==> src/mrmp_pkg.sv <==
package mrmp_pkg;

	typedef logic [5:0] src_t;

	localparam src_t SRC_E    = 6'd32;
	localparam src_t SRC_G    = 6'd33;
	localparam src_t SRC_Y0   = 6'd34;
	localparam src_t SRC_H    = 6'd35;
	localparam src_t SRC_ONE  = 6'd36;
	localparam src_t SRC_ZERO = 6'd37;
	localparam src_t SRC_IN0  = 6'd38;
	localparam src_t SRC_IN1  = 6'd39;
	localparam src_t SRC_IN2  = 6'd40;
	localparam src_t SRC_IN3  = 6'd41;
	localparam src_t SRC_IN4  = 6'd42;
	localparam src_t SRC_IN5  = 6'd43;
	localparam src_t SRC_EQP0 = 6'd44;
	localparam src_t SRC_GST  = 6'd45;

	localparam logic [1:0] CAP_GAMMA = 2'd0;
	localparam logic [1:0] CAP_N0    = 2'd1;
	localparam logic [1:0] CAP_N1    = 2'd2;
	localparam logic [1:0] CAP_N2    = 2'd3;

	localparam logic [2:0] REG_YOUNG = 3'd0;
	localparam logic [2:0] REG_SHEAR = 3'd1;
	localparam logic [2:0] REG_YIELD = 3'd2;
	localparam logic [2:0] REG_HARD  = 3'd3;
	localparam logic [2:0] REG_PLAST = 3'd4;
	localparam logic [2:0] REG_MAXIT = 3'd5;

	localparam logic [63:0] TOL_INVERSE = 64'd1000000;

	typedef enum logic [3:0] {
		OP_ADD, OP_SUB, OP_TRIPLE, OP_POS, OP_MUL, OP_SQ1, OP_SQ3,
		OP_CONV, OP_DIV, OP_NDIV, OP_SQRT
	} op_t;

	typedef struct packed {
		logic       start;
		logic       load;
		op_t        op;
		src_t       a;
		src_t       b;
		logic [4:0] d;
		logic       cap_en;
		logic [1:0] cap_sel;
	} cmd_t;

	typedef struct packed {
		logic done;
		logic flag;
		logic busy;
	} dp_stat_t;

	typedef struct packed {
		logic       publish;
		logic       yielding;
		logic       unconv;
		logic [7:0] iters;
	} res_stat_t;

	typedef struct packed {
		logic [62:0] young;
		logic [62:0] shear;
		logic [62:0] yield0;
		logic [62:0] hard;
	} cfg_t;

	typedef struct packed {
		logic [63:0] gstart;
		logic [62:0] eqp;
		logic [63:0] pl2;
		logic [63:0] pl1;
		logic [63:0] pl0;
		logic [63:0] st2;
		logic [63:0] st1;
		logic [63:0] st0;
	} in_t;

endpackage

==> src/mrmp_ctrl.sv <==
module mrmp_ctrl (
	input  logic                clk,
	input  logic                arst_n,
	input  logic                in_valid,
	output logic                in_ready,
	input  logic                out_busy,
	input  logic                plast_en,
	input  logic [7:0]          max_iter,
	input  mrmp_pkg::dp_stat_t  stat,
	output mrmp_pkg::cmd_t      cmd,
	output mrmp_pkg::res_stat_t res
);

	localparam mrmp_pkg::src_t R_ET0 = 6'd0;
	localparam mrmp_pkg::src_t R_ET1 = 6'd1;
	localparam mrmp_pkg::src_t R_ET2 = 6'd2;
	localparam mrmp_pkg::src_t R_PC  = 6'd3;
	localparam mrmp_pkg::src_t R_ST0 = 6'd4;
	localparam mrmp_pkg::src_t R_ST1 = 6'd5;
	localparam mrmp_pkg::src_t R_ST2 = 6'd6;
	localparam mrmp_pkg::src_t R_EQS = 6'd7;
	localparam mrmp_pkg::src_t R_SY  = 6'd8;
	localparam mrmp_pkg::src_t R_EQP = 6'd9;
	localparam mrmp_pkg::src_t R_T0  = 6'd10;
	localparam mrmp_pkg::src_t R_T1  = 6'd11;
	localparam mrmp_pkg::src_t R_BC0 = 6'd12;
	localparam mrmp_pkg::src_t R_BC1 = 6'd13;
	localparam mrmp_pkg::src_t R_N0  = 6'd15;
	localparam mrmp_pkg::src_t R_N1  = 6'd16;
	localparam mrmp_pkg::src_t R_N2  = 6'd17;
	localparam mrmp_pkg::src_t R_Q   = 6'd18;
	localparam mrmp_pkg::src_t R_R1  = 6'd19;
	localparam mrmp_pkg::src_t R_R2  = 6'd20;
	localparam mrmp_pkg::src_t R_DF  = 6'd21;
	localparam mrmp_pkg::src_t R_F   = 6'd22;
	localparam mrmp_pkg::src_t R_NG  = 6'd23;
	localparam mrmp_pkg::src_t R_GAM = 6'd24;
	localparam mrmp_pkg::src_t R_FT  = 6'd25;
	localparam mrmp_pkg::src_t R_NUL = 6'd26;

	localparam logic [6:0] ST_TEST  = 7'd14;
	localparam logic [6:0] ST_LOOP  = 7'd16;
	localparam logic [6:0] ST_CONV  = 7'd58;
	localparam logic [6:0] ST_ITEND = 7'd59;
	localparam logic [6:0] ST_FINAL = 7'd60;
	localparam logic [6:0] ST_END   = 7'd69;

	typedef enum logic [2:0] {S_IDLE, S_ISSUE, S_START, S_WAIT, S_FIN} state_t;

	state_t     state_q;
	logic [6:0] step_q;
	logic       yld_q;
	logic       unconv_q;
	logic [7:0] iters_q;
	logic [7:0] limit;

	function automatic mrmp_pkg::cmd_t mk(mrmp_pkg::op_t op, mrmp_pkg::src_t a,
			mrmp_pkg::src_t b, mrmp_pkg::src_t d);
		mrmp_pkg::cmd_t c;
		c = '0;
		c.op = op;
		c.a = a;
		c.b = b;
		c.d = d[4:0];
		return c;
	endfunction

	function automatic mrmp_pkg::cmd_t mkc(mrmp_pkg::op_t op, mrmp_pkg::src_t a,
			mrmp_pkg::src_t b, mrmp_pkg::src_t d, logic [1:0] cap);
		mrmp_pkg::cmd_t c;
		c = mk(op, a, b, d);
		c.cap_en = 1'b1;
		c.cap_sel = cap;
		return c;
	endfunction

	function automatic mrmp_pkg::cmd_t prog(logic [6:0] s, logic yld);
		mrmp_pkg::cmd_t c;
		case (s)
			7'd0:  c = mk(mrmp_pkg::OP_SUB, mrmp_pkg::SRC_IN0, mrmp_pkg::SRC_IN3, R_ET0);
			7'd1:  c = mk(mrmp_pkg::OP_SUB, mrmp_pkg::SRC_IN1, mrmp_pkg::SRC_IN4, R_ET1);
			7'd2:  c = mk(mrmp_pkg::OP_SUB, mrmp_pkg::SRC_IN2, mrmp_pkg::SRC_IN5, R_ET2);
			7'd3:  c = mk(mrmp_pkg::OP_TRIPLE, mrmp_pkg::SRC_G, mrmp_pkg::SRC_ZERO, R_PC);
			7'd4:  c = mk(mrmp_pkg::OP_MUL, mrmp_pkg::SRC_E, R_ET0, R_ST0);
			7'd5:  c = mk(mrmp_pkg::OP_MUL, mrmp_pkg::SRC_G, R_ET1, R_ST1);
			7'd6:  c = mk(mrmp_pkg::OP_MUL, mrmp_pkg::SRC_G, R_ET2, R_ST2);
			7'd7:  c = mk(mrmp_pkg::OP_SQ1, R_ST0, R_ST0, R_NUL);
			7'd8:  c = mk(mrmp_pkg::OP_SQ3, R_ST1, R_ST1, R_NUL);
			7'd9:  c = mk(mrmp_pkg::OP_SQ3, R_ST2, R_ST2, R_NUL);
			7'd10: c = mk(mrmp_pkg::OP_SQRT, R_NUL, R_NUL, R_EQS);
			7'd11: c = mk(mrmp_pkg::OP_MUL, mrmp_pkg::SRC_H, mrmp_pkg::SRC_EQP0, R_T0);
			7'd12: c = mk(mrmp_pkg::OP_ADD, mrmp_pkg::SRC_Y0, R_T0, R_T0);
			7'd13: c = mk(mrmp_pkg::OP_SUB, R_EQS, R_T0, R_FT);
			7'd14: c = mk(mrmp_pkg::OP_POS, R_FT, R_FT, R_NUL);
			7'd15: c = mk(mrmp_pkg::OP_ADD, mrmp_pkg::SRC_GST, mrmp_pkg::SRC_ZERO, R_GAM);
			7'd16: c = mk(mrmp_pkg::OP_ADD, mrmp_pkg::SRC_EQP0, R_GAM, R_EQP);
			7'd17: c = mk(mrmp_pkg::OP_MUL, mrmp_pkg::SRC_H, R_EQP, R_T0);
			7'd18: c = mk(mrmp_pkg::OP_ADD, mrmp_pkg::SRC_Y0, R_T0, R_SY);
			7'd19: c = mk(mrmp_pkg::OP_MUL, mrmp_pkg::SRC_E, R_GAM, R_T0);
			7'd20: c = mk(mrmp_pkg::OP_DIV, R_T0, R_SY, R_T0);
			7'd21: c = mk(mrmp_pkg::OP_ADD, mrmp_pkg::SRC_ONE, R_T0, R_T0);
			7'd22: c = mk(mrmp_pkg::OP_DIV, mrmp_pkg::SRC_E, R_T0, R_BC0);
			7'd23: c = mk(mrmp_pkg::OP_MUL, R_PC, R_GAM, R_T0);
			7'd24: c = mk(mrmp_pkg::OP_DIV, R_T0, R_SY, R_T0);
			7'd25: c = mk(mrmp_pkg::OP_ADD, mrmp_pkg::SRC_ONE, R_T0, R_T0);
			7'd26: c = mk(mrmp_pkg::OP_DIV, mrmp_pkg::SRC_G, R_T0, R_BC1);
			7'd27: c = mk(mrmp_pkg::OP_MUL, R_BC0, R_ET0, R_ST0);
			7'd28: c = mk(mrmp_pkg::OP_MUL, R_BC1, R_ET1, R_ST1);
			7'd29: c = mk(mrmp_pkg::OP_MUL, R_BC1, R_ET2, R_ST2);
			7'd30: c = mk(mrmp_pkg::OP_SQ1, R_ST0, R_ST0, R_NUL);
			7'd31: c = mk(mrmp_pkg::OP_SQ3, R_ST1, R_ST1, R_NUL);
			7'd32: c = mk(mrmp_pkg::OP_SQ3, R_ST2, R_ST2, R_NUL);
			7'd33: c = mk(mrmp_pkg::OP_SQRT, R_NUL, R_NUL, R_EQS);
			7'd34: c = mk(mrmp_pkg::OP_SUB, R_EQS, R_SY, R_F);
			7'd35: c = mk(mrmp_pkg::OP_NDIV, R_ST0, R_EQS, R_N0);
			7'd36: c = mk(mrmp_pkg::OP_TRIPLE, R_ST1, R_ST1, R_T1);
			7'd37: c = mk(mrmp_pkg::OP_NDIV, R_T1, R_EQS, R_N1);
			7'd38: c = mk(mrmp_pkg::OP_TRIPLE, R_ST2, R_ST2, R_T1);
			7'd39: c = mk(mrmp_pkg::OP_NDIV, R_T1, R_EQS, R_N2);
			7'd40: c = mk(mrmp_pkg::OP_MUL, R_N0, R_N0, R_T0);
			7'd41: c = mk(mrmp_pkg::OP_MUL, R_BC0, R_T0, R_Q);
			7'd42: c = mk(mrmp_pkg::OP_MUL, R_N1, R_N1, R_T0);
			7'd43: c = mk(mrmp_pkg::OP_MUL, R_BC1, R_T0, R_T0);
			7'd44: c = mk(mrmp_pkg::OP_ADD, R_Q, R_T0, R_Q);
			7'd45: c = mk(mrmp_pkg::OP_MUL, R_N2, R_N2, R_T0);
			7'd46: c = mk(mrmp_pkg::OP_MUL, R_BC1, R_T0, R_T0);
			7'd47: c = mk(mrmp_pkg::OP_ADD, R_Q, R_T0, R_Q);
			7'd48: c = mk(mrmp_pkg::OP_DIV, R_EQS, R_SY, R_R1);
			7'd49: c = mk(mrmp_pkg::OP_MUL, R_GAM, mrmp_pkg::SRC_H, R_T0);
			7'd50: c = mk(mrmp_pkg::OP_DIV, R_T0, R_SY, R_T0);
			7'd51: c = mk(mrmp_pkg::OP_SUB, mrmp_pkg::SRC_ONE, R_T0, R_R2);
			7'd52: c = mk(mrmp_pkg::OP_MUL, R_R1, R_R2, R_T0);
			7'd53: c = mk(mrmp_pkg::OP_MUL, R_T0, R_Q, R_T0);
			7'd54: c = mk(mrmp_pkg::OP_ADD, R_T0, mrmp_pkg::SRC_H, R_T0);
			7'd55: c = mk(mrmp_pkg::OP_SUB, mrmp_pkg::SRC_ZERO, R_T0, R_DF);
			7'd56: c = mk(mrmp_pkg::OP_DIV, R_F, R_DF, R_T0);
			7'd57: c = mk(mrmp_pkg::OP_SUB, R_GAM, R_T0, R_NG);
			7'd58: c = mk(mrmp_pkg::OP_CONV, R_NG, R_GAM, R_NUL);
			7'd59: c = mk(mrmp_pkg::OP_ADD, R_NG, mrmp_pkg::SRC_ZERO, R_GAM);
			7'd60: c = mk(mrmp_pkg::OP_SQ1, R_ST0, R_ST0, R_NUL);
			7'd61: c = mk(mrmp_pkg::OP_SQ3, R_ST1, R_ST1, R_NUL);
			7'd62: c = mk(mrmp_pkg::OP_SQ3, R_ST2, R_ST2, R_NUL);
			7'd63: c = mk(mrmp_pkg::OP_SQRT, R_NUL, R_NUL, R_EQS);
			7'd64: c = mkc(mrmp_pkg::OP_NDIV, R_ST0, R_EQS, R_N0, mrmp_pkg::CAP_N0);
			7'd65: c = mk(mrmp_pkg::OP_TRIPLE, R_ST1, R_ST1, R_T1);
			7'd66: c = mkc(mrmp_pkg::OP_NDIV, R_T1, R_EQS, R_N1, mrmp_pkg::CAP_N1);
			7'd67: c = mk(mrmp_pkg::OP_TRIPLE, R_ST2, R_ST2, R_T1);
			7'd68: c = mkc(mrmp_pkg::OP_NDIV, R_T1, R_EQS, R_N2, mrmp_pkg::CAP_N2);
			7'd69: c = mkc(mrmp_pkg::OP_ADD, yld ? R_GAM : mrmp_pkg::SRC_ZERO,
				mrmp_pkg::SRC_ZERO, R_T0, mrmp_pkg::CAP_GAMMA);
			default: c = mk(mrmp_pkg::OP_ADD, mrmp_pkg::SRC_ZERO, mrmp_pkg::SRC_ZERO, R_NUL);
		endcase
		return c;
	endfunction

	assign limit = (max_iter == 8'd0) ? 8'd1 : max_iter;

	always_ff @(posedge clk or negedge arst_n) begin
		if (!arst_n) begin
			state_q  <= S_IDLE;
			step_q   <= '0;
			yld_q    <= 1'b0;
			unconv_q <= 1'b0;
			iters_q  <= '0;
		end else begin
			case (state_q)
				S_IDLE: begin
					if (in_valid) begin
						step_q   <= '0;
						yld_q    <= 1'b0;
						unconv_q <= 1'b0;
						iters_q  <= '0;
						state_q  <= S_ISSUE;
					end
				end
				S_ISSUE: state_q <= S_START;
				S_START: state_q <= S_WAIT;
				S_WAIT: begin
					if (stat.done) begin
						state_q <= S_ISSUE;
						case (step_q)
							ST_TEST: begin
								if (stat.flag && plast_en) begin
									yld_q  <= 1'b1;
									step_q <= step_q + 7'd1;
								end else begin
									step_q <= ST_FINAL;
								end
							end
							ST_CONV: begin
								unconv_q <= stat.flag;
								step_q   <= step_q + 7'd1;
							end
							ST_ITEND: begin
								iters_q <= iters_q + 8'd1;
								if (unconv_q && ({1'b0, iters_q} + 9'd1 < {1'b0, limit}))
									step_q <= ST_LOOP;
								else
									step_q <= ST_FINAL;
							end
							ST_END: state_q <= S_FIN;
							default: step_q <= step_q + 7'd1;
						endcase
					end
				end
				S_FIN: begin
					if (!out_busy)
						state_q <= S_IDLE;
				end
				default: state_q <= S_IDLE;
			endcase
		end
	end

	assign in_ready = (state_q == S_IDLE);

	always_comb begin
		cmd = prog(step_q, yld_q);
		cmd.start = (state_q == S_START);
		cmd.load = (state_q == S_IDLE) && in_valid;
	end

	assign res.publish  = (state_q == S_FIN) && !out_busy;
	assign res.yielding = yld_q;
	assign res.unconv   = unconv_q;
	assign res.iters    = iters_q;

endmodule

==> config.mk <==
export PLATFORM = sky130hd
export DESIGN_NAME = mrmp_ctrl
export DESIGN_NICKNAME = d
export VERILOG_FILES = /design/src/mrmp_pkg.sv /design/src/mrmp_ctrl.sv
export SDC_FILE = /design/constraint.sdc
export NUM_CORES = 1
export LEC_CHECK = 0
export ABC_AREA = 1
export ABC_CLOCK_PERIOD_IN_PS = 2600
export BUFFER_PORTS_ARGS = -buffer_cell sky130_fd_sc_hd__clkbuf_2
export CAP_MARGIN = 25
export CORE_UTILIZATION = 35
export DETAILED_ROUTE_END_ITERATION = 8
export PLACE_DENSITY = 0.54
export RECOVER_POWER = 50
export SETUP_SLACK_MARGIN = 0.02
export SLEW_MARGIN = 20
export SYNTH_ARGS = -nofsm -noshare
export SYNTH_HDL_FRONTEND = slang
export SYNTH_SLANG_ARGS = --single-unit
==> constraint.sdc <==
create_clock -name clk -period 2.6 [get_ports clk]
set_clock_uncertainty 0.15 [all_clocks]
set_input_delay 0.13 -clock clk [delete_from_list [all_inputs] [get_ports clk]]
set_output_delay 0.13 -clock clk [all_outputs]
set_load 0.03 [all_outputs]
; ---- Yosys cells after proc, flatten, opt, wreduce, memory -nomap -nowiden
; Cells that the tools add are included.
[totals]
regBits = 20
in_bits = 16
output_inout_bits = 38
elab_cells = 140
[classes]
n_addsub = 3
magnitude_cmp = 1
n_eq_ne = 81
mux = 26
n_reduce_logical = 24
[op_table]
columns = operator, count
row1 = one-hot mux 24 bit (55 select lines), 1
row2 = "equality test 7 x 6 -> 1 bit, second input constant", 32
row3 = "equality test 7 x 5 -> 1 bit, second input constant", 16
row4 = "equality test 7 x 4 -> 1 bit, second input constant", 8
row5 = "equality test 7 bit, second input constant", 6
row6 = 2-to-1 mux 8 bit, 4
row7 = "equality test 7 x 3 -> 1 bit, second input constant", 4
row8 = 2-to-1 mux 7 bit, 3
row9 = one-hot mux 7 bit (3 select lines), 1
row10 = "inequality test 2 bit, second input constant", 8
row11 = one-hot mux 8 bit (2 select lines), 1
row12 = one-hot mux 3 bit (5 select lines), 1
row13 = OR reduction 3 bit, 5
row14 = "equality test 7 x 2 -> 1 bit, second input constant", 2
row15 = one-hot mux 7 bit (2 select lines), 1
row16 = 2-to-1 mux 3 bit, 4
row17 = 2-to-1 mux 6 bit, 2
row18 = AND reduction 4 bit, 3
row19 = OR reduction 2 bit, 5
row20 = "adder 8 x 1 -> 9 bit, second input constant", 1
row21 = < comparator 9 x 8 -> 1 bit, 1
row22 = "adder 8 x 1 -> 8 bit, second input constant", 1
row23 = zero test 8 bit, 1
row24 = "adder 7 x 1 -> 7 bit, second input constant", 1
row25 = 13 further kinds, 23

; ---- Logic depth before layout (Yosys ltp)
; Gate-level depths: netlist of run 1.
[depth]
depth_word = 8
mapped_depth = 16

; ---- Least setup slack after synthesis of run 1
; Ideal clock, no wire load.
[synth_path]
kind = register -> register
startpoint = register iters_q[0]
endpoint = register step_q[2]
setup_ps = 116
arrival_ps = 2162
path_slack_ps = 171
path_stages_with_launch = 15
path_buffers = 0
synth_period_minus_slack_ps = 2429
cell_sequence = dfrtp_1 > ha_1 > nand2_1 > nor3_1 > xor2_1 > inv_1 > ha_1 > a21oi_1 > nor2_1 > nor2_1 > nand3_1 > nand2_1 > nand2_1 > nand2_1 > nand2_1
[synth_via]
elab_chain_cells = 7
[synth_rtl]
columns = item, line
row1 = "start, declared", mrmp_ctrl.sv:54  ; logic [7:0] iters_q;
row2 = "start signal, assigned", mrmp_ctrl.sv:195  ; iters_q <= iters_q + 8'd1;
row3 = adder 8 x 1 -> 9 bit, mrmp_ctrl.sv:196  ; if (unconv_q && ({1'b0, iters_q} + 9'd1 < {1'b0, limit}))
row4 = < comparator 9 x 8 -> 1 bit, mrmp_ctrl.sv:196
row5 = logical AND 1 bit, mrmp_ctrl.sv:196
row6 = 2-to-1 mux 6 bit, mrmp_ctrl.sv:196
row7 = one-hot mux 7 bit (3 select lines), mrmp_ctrl.sv:181  ; case (step_q)
row8 = 2-to-1 mux 7 bit, mrmp_ctrl.sv:179  ; if (stat.done) begin
row9 = one-hot mux 7 bit (2 select lines), mrmp_ctrl.sv:166  ; case (state_q)
row10 = "end signal, assigned", mrmp_ctrl.sv:185  ; step_q <= step_q + 7'd1;
row11 = "end signal, assigned", mrmp_ctrl.sv:192  ; step_q <= step_q + 7'd1;
row12 = "end signal, assigned", mrmp_ctrl.sv:202  ; default: step_q <= step_q + 7'd1;
row13 = "end, declared", mrmp_ctrl.sv:51  ; logic [6:0] step_q;
; Every way passes these cells. The select of a mux whose other input is x is not followed.
; A chain may end at the register's enable or synchronous reset.

==> flow_metrics.tcl, run 1 <==
set metrics [dict create \
    status "complete, but fails checks" \
    failed_checks "setup timing" \
    overflow 0 \
    die_area_mm2 0.00952 \
    tns_ns -0.288 \
    rsz0062_at_grt "true" \
    slowest_delay_ns 0.46 \
    crit_type "reg -> out" \
    avgSynthCellArea_um2 5.61 \
    dp_cells 785 \
    worstPathRequired_ns 2.32 \
    grt_pass1_vias 4378 \
    grt_max_degree 21 \
    ant_nets 0 \
    clock-sinks 20 \
    drt-total-wl_um 14800 \
    gr-usage-met2_pct 51.7 \
    slew_viol_final 0 \
    syn2layout_area_growth_pct 51.4 \
    cp_max_fo 5 \
    clk_latency_ns 0.27 \
    instances_no_fill 815 \
    cts_tree "done" \
    yosys_warnings 0 \
    fmax_mhz 376 \
    drive_above_1_share_pct 38.0 \
    htreeDepth 1 \
    seq_area_frac_synth_pct 15.6 \
    cp-end-kind "output pin" \
    final_cell_mix "nand2_1, nor2_1, buf_4" \
    first_pass_iters 5 \
    antenna_found_initial 0 \
    final_util_pct 55.3 \
    drt_iter0_drc 492 \
    min_period_ns 2.66 \
    core_mm2 0.00876 \
    critPathLaunchType "flop" \
    vias 4558 \
    syn-num-nets 598 \
    clk_pin_slew_ns 0.09 \
    leakage_nw 2.69 \
    arrival_ns 2.38 \
    port_buffers 52 \
    use_met3_pct 4.39 \
    fin_ws_ns -0.0596 \
    mostFrequentLayoutCell "nand2_1" \
    start_util_pct 36.5 \
    syn_area_mm2 0.00320 \
    synth_cell_type_count 36 \
    cp_cell_sequence "buf_6, ha_4, nand3_4, nor2_2, inv_1, nand2_2, inv_1, nand3_2, nor2_4, nand3_4, nand2_2, buf_8" \
    critPathSlowestCell "dfrtp_2" \
    clockBufferDepth 2 \
    max-slew-margin-rel_pct 25.2 \
    grt_first_pass_wirelength_um 23000 \
    ir_worst_vdd_v 0.000504 \
    final_nets 736 \
    via_per_inst 5.59 \
    setup_viol 8 \
    place_hpwl_um 11600 \
    track_usage_pct 30.4 \
    ys_ff_latch 20 \
    reg2reg_slack_ns 0.22 \
    maxCapViolations 0 \
    max_slew.worst_pin.slew_ns 1.12 \
    drcViolationCount 0 \
    routabilityCongestion 0.994 \
    fp.dieH_um 97.6 \
    rows 34 \
    n_antenna_cell 0 \
    gr-max-usage-layer "met2" \
    wire_per_inst_um 18.1 \
    root_buffer "clkbuf_8" \
    dp_worst_setup_slack_ns 0.0727 \
    holdCritPathClass "in -> reg" \
    timing.final.crit_share_pct 102 \
    powerDensity_mw_per_mm2 764 \
    cts_buffers 3 \
    met1_usage_pct 38.8 \
    yosysTopAreaCell "nand2_1" \
    io_pins 54 \
    synth_cells 570 \
    die_w_um 97.6 \
    synth_top_area_share_pct 15.8 \
    ys_top_cells_by_area "nand2_1, dfrtp_1, nor2_1, inv_1, nand3_1" \
    hold_slack_ns 0.00641 \
    hold_viol_final 0 \
]
==> cells in the mapped netlist, drive strengths merged <==
cell    instances
inv            86
and2            1
o21bai          1
dfrtp          20
or2             1
nand3b          1
o21ai          24
mux2i           1
nor2          123
nand4          21
xor2            7
nand3          67
nand2         139
o211ai          2
nor4            5
clkinv          1
o31ai           1
a21oi          20
buf             9
a31oi           2
o22ai           5
ha             12
nor3b           1
nor3           20
==> power breakdown <==
group	switching, mW	internal (mW)	total, mW
Combinational	1.81	1.08	2.89
Sequential	0.0903	0.393	0.484
Clock	0.116	0.206	0.321
==> cell families (layout without fill, tap and decap cells) <==
logic type	after synthesis	after routing	share of synthesized area [%]
fa+ha+maj	12	12	4.69
xor+xnor	7	7	1.92
simple gates	379	380	55.2
compound gates	55	55	9.43
flops	20	20	15.6
buf+inv	96	232	12.8
mux	1	1	0.313
==> layer usage <==
metal | up-vias | part of all wire, %
met5 | - | 0
met4 | 0 | 5.3
met3 | 73 | 8.1
met2 | 256 | 46
met1 | 2099 | 41
li1 | 2130 | -
==> final cells by class <==
cell class	instances	area, µm²
Timing Repair Buffer	141	1030
Clock buffer	3	41.3
Inverter	87	337
Multi-Input combinational cell	455	2760
Tap cell	108	135
Sequential cell	20	510
Fill cell	897	3920
Clock inverter	1	30.0
==> flip-flops by register name, indices dropped and copies added (netlist names) <==
register and cells:
step_q 7, state_q 3, yld_q 1, iters_q 8
unconv_q 1
==> worst max-delay path, delay by kind of cell (launching register included) <==
kind	cells	cell delay, ns
fa+ha+maj	1	0.20
buf+inv	4	0.48
flops	1	0.46
simple gates	7	0.97
==> repair_timing <==
action                                  in CTS  in global routing
resized for setup                           74                107
cloned                                       1                  0
buffers inserted                            12                 11
endpoints found under the hold margin       21                  0
hold buffers                                 2                  0
pin swaps                                   13                 31
endpoints found under the setup margin      14                 22
==> per-stage QoR <==
stage,area (µm²),total power [mW]
finish,4840,3.70
global route,4840,3.91
CTS,4460,3.37
detailed placement,4000,2.67
global placement,4000,2.67
floorplan,3200,1.99
==> worst paths after layout <==
path	end	cells past startpoint	startpoint
worst max-delay path	cmd[13]	12	step_q[1]$_DFFE_PN0P_
worst min-delay path	state_q[1]$_DFFE_PN0P_	3	stat[2]
worst max register to register	step_q[5]$_DFFE_PN0P_	14	iters_q[1]$_DFFE_PN0P_
worst min register to register	state_q[0]$_DFFE_PN0P_	1	state_q[2]$_DFFE_PN0P_
max in group asynchronous	step_q[2]$_DFFE_PN0P_	2	arst_n
min in group asynchronous	iters_q[1]$_DFFE_PN0P_	2	arst_n
(Power assumes the default switching activity.)
==> run 2: changes to the inputs <==
--- a/config.mk
+++ b/config.mk
@@ -5,7 +5,6 @@
 export SDC_FILE = /design/constraint.sdc
 export NUM_CORES = 1
 export LEC_CHECK = 0
-export ABC_AREA = 1
 export ABC_CLOCK_PERIOD_IN_PS = 2600
 export BUFFER_PORTS_ARGS = -buffer_cell sky130_fd_sc_hd__clkbuf_2
 export CAP_MARGIN = 25
@@ -14,6 +13,7 @@
 export PLACE_DENSITY = 0.54
 export RECOVER_POWER = 50
 export SETUP_SLACK_MARGIN = 0.02
+export SKIP_CTS_REPAIR_TIMING = 1
 export SLEW_MARGIN = 20
 export SYNTH_ARGS = -nofsm -noshare
 export SYNTH_HDL_FRONTEND = slang
==> run 2 against run 1 <==
Against the previous run: the run ends with hold timing, setup timing left; worst setup slack worse by 0.42 ns; register-to-register slack worse by 0.28 ns; first-iteration DRC count up 5.5%; sequential power increased by 18%; final cell count grew 0.86%; die area up 5.2%; area after synthesis rose by 5.3%; sequential share of layout area shrank 1.2 points; critical path depth down 2; wire length increased by 23%.
==> flow_metrics.tcl, run 2 <==
set metrics [dict create \
    status "complete, but fails checks" \
    failed_checks "hold timing, setup timing" \
    maxCapViolations 0 \
    min_period_ns 3.08 \
    total_power_mw 5.77 \
    final_cell_mix "buf_4, nand2_1, nor2_1" \
    cts_buffers 3 \
    critPathLaunchType "flop" \
    largest_reg_flops 8 \
    rr_startpoint "iters_q[4]$_DFFE_PN0P_" \
    reg_top3 "iters_q: 8 flops, step_q: 7 flops, state_q: 3 flops" \
    async_flop_share_pct 100 \
    clock-sinks 20 \
    synth_top_area_share_pct 14.9 \
    yosys_warnings 0 \
    grt_first_pass_wirelength_um 26300 \
    vias 5089 \
    clockBufferDepth 2 \
    clk_latency_ns 0.26 \
    arrival_ns 2.80 \
    ys_ff_latch 20 \
    hold_viol_final 2 \
    fp.dieH_um 100 \
    first_pass_iters 7 \
    fmax_mhz 324 \
    via_per_inst 6.19 \
    syn2layout_area_growth_pct 63.4 \
    die_w_um 100 \
    final_cell_area_mm2 0.00550 \
    final_nets 722 \
    drt-total-wl_um 18100 \
    wire_per_inst_um 22.0 \
    clk_pin_slew_ns 0.08 \
    reg2reg_to "step_q[3]$_DFFE_PN0P_" \
    mostFrequentLayoutCell "buf_4" \
    place_hpwl_um 14500 \
    syn_area_mm2 0.00337 \
    crit_start "step_q[1]$_DFFE_PN0P_" \
    synthFlopType "dfrtp_1" \
    yosys-top-cells-count "nand2_1, nor2_1, o21ai_0" \
    setup_viol 22 \
    seq_area_frac_synth_pct 14.9 \
    syn-num-nets 539 \
    synth_cells 511 \
    port_buffers 52 \
    top_register "iters_q" \
    final_util_pct 59.3 \
    start_util_pct 36.3 \
    max-slew-margin-rel_pct 20.7 \
    leakage_nw 2.53 \
    grt_pass1_vias 4687 \
    htreeDepth 1 \
    holdCritPathClass "in -> reg" \
    synth_cell_type_count 74 \
    max_slew.worst_pin.slew_ns 1.19 \
    timing.final.crit_share_pct 119 \
    drive_above_1_share_pct 44.6 \
    routabilityCongestion 1.08 \
    overflow 0 \
    drt_iter0_drc 519 \
    powerDensity_mw_per_mm2 1050 \
    rsz0062_at_grt "true" \
    synth-edff-count 0 \
    avgSynthCellArea_um2 6.59 \
    worstPathRequired_ns 2.32 \
    slew_viol_final 0 \
    rows 35 \
    crit_type "reg -> out" \
    nFillCells 906 \
    yosysTopAreaCell "dfrtp_1" \
    reg2regPathDepth 11 \
    reg2reg_slack_ns -0.06 \
    cp_max_fo 6 \
    dpl_cell_area_mm2 0.00481 \
    synth_most_common_cell "nand2_1" \
    root_buffer "clkbuf_8" \
    track_usage_pct 34.8 \
    fin_ws_ns -0.483 \
    die_area_mm2 0.0100 \
    n_antenna_cell 0 \
    ir_worst_vdd_v 0.000707 \
    drcViolationCount 0 \
    cts_tree "done" \
    io_pins 54 \
    core_mm2 0.00928 \
    cp-end-kind "output pin" \
    hold_slack_ns -0.0178 \
    cp-endpoint "cmd[14]" \
    ant_nets 0 \
    grt_max_degree 23 \
    antenna_found_initial 0 \
    dp_worst_setup_slack_ns -0.244 \
    ys_top_cells_by_area "dfrtp_1, nand2_1, o21ai_0, nor2_1, a21oi_1" \
]
[run 2: area by class of cell]
| cell class | instances | area [µm²] | share of cell area, % |
|---|---|---|---|
| clock buffers | 4 | 55.1 | 1.00 |
| inverters | 18 | 67.6 | 1.23 |
| multi-input cells | 428 | 2980 | 54.2 |
| flip-flops and latches | 20 | 512 | 9.30 |
| well taps | 129 | 161 | 2.93 |
| repair buffers | 223 | 1730 | 31.4 |
[run 2: critical path: stages (launching register included)]
cell and delay (ns):
dfrtp_2 0.45, inv_2 0.08, ha_4 0.18, and4b_1 0.21, and2_4 0.15, a221o_1 0.38, nor4_2 0.36, buf_4 0.17
nand4_1 0.21, nand4_1 0.21, buf_6 0.15
[run 2: how the worst min path moves through the flow]
stage,startpoint,end,cells after the start
after floorplan,arst_n,iters_q[0]$_DFFE_PN0P_,0
after global placement,arst_n,state_q[0]$_DFFE_PN0P_,1
after detailed placement,arst_n,state_q[0]$_DFFE_PN0P_,1
after CTS,arst_n,state_q[0]$_DFFE_PN0P_,1
after global routing,in_valid,state_q[0]$_DFFE_PN0P_,3
final,stat[1],unconv_q$_DFFE_PN0P_,3
[run 2: cell families after synthesis]
group           share of synthesized area, %
simple gates                            41.0
compound gates                          28.9
buf+inv                                 8.14
flops                                   14.9
fa+ha+maj                               4.75
xor+xnor                                1.82
mux                                    0.594
[run 2: stage by stage]
step	cells	setup TNS, ns
floorplan	511	-0.0114
global placement	802	-1.42
detailed placement	802	-1.95
CTS	806	-7.80
global route	822	-7.76
finish	822	-6.14
[run 2: routing by layer]
metal | vias up | global-route usage (%) | share of wire [%]
met3 | 99 | 5.36 | 9.3
met5 | - | 0 | 0
met2 | 323 | 57.6 | 47
met4 | 0 | 22.0 | 7.1
met1 | 2409 | 42.3 | 37
li1 | 2258 | - | -
[run 2: where the power goes]
part / internal [mW] / switching, mW / leakage, nW
Sequential: 0.409 / 0.163 / 0.252
Clock: 0.135 / 0.110 / 0.0288
Combinational: 2.16 / 2.79 / 2.25
Total: 2.70 / 3.06 / 2.53
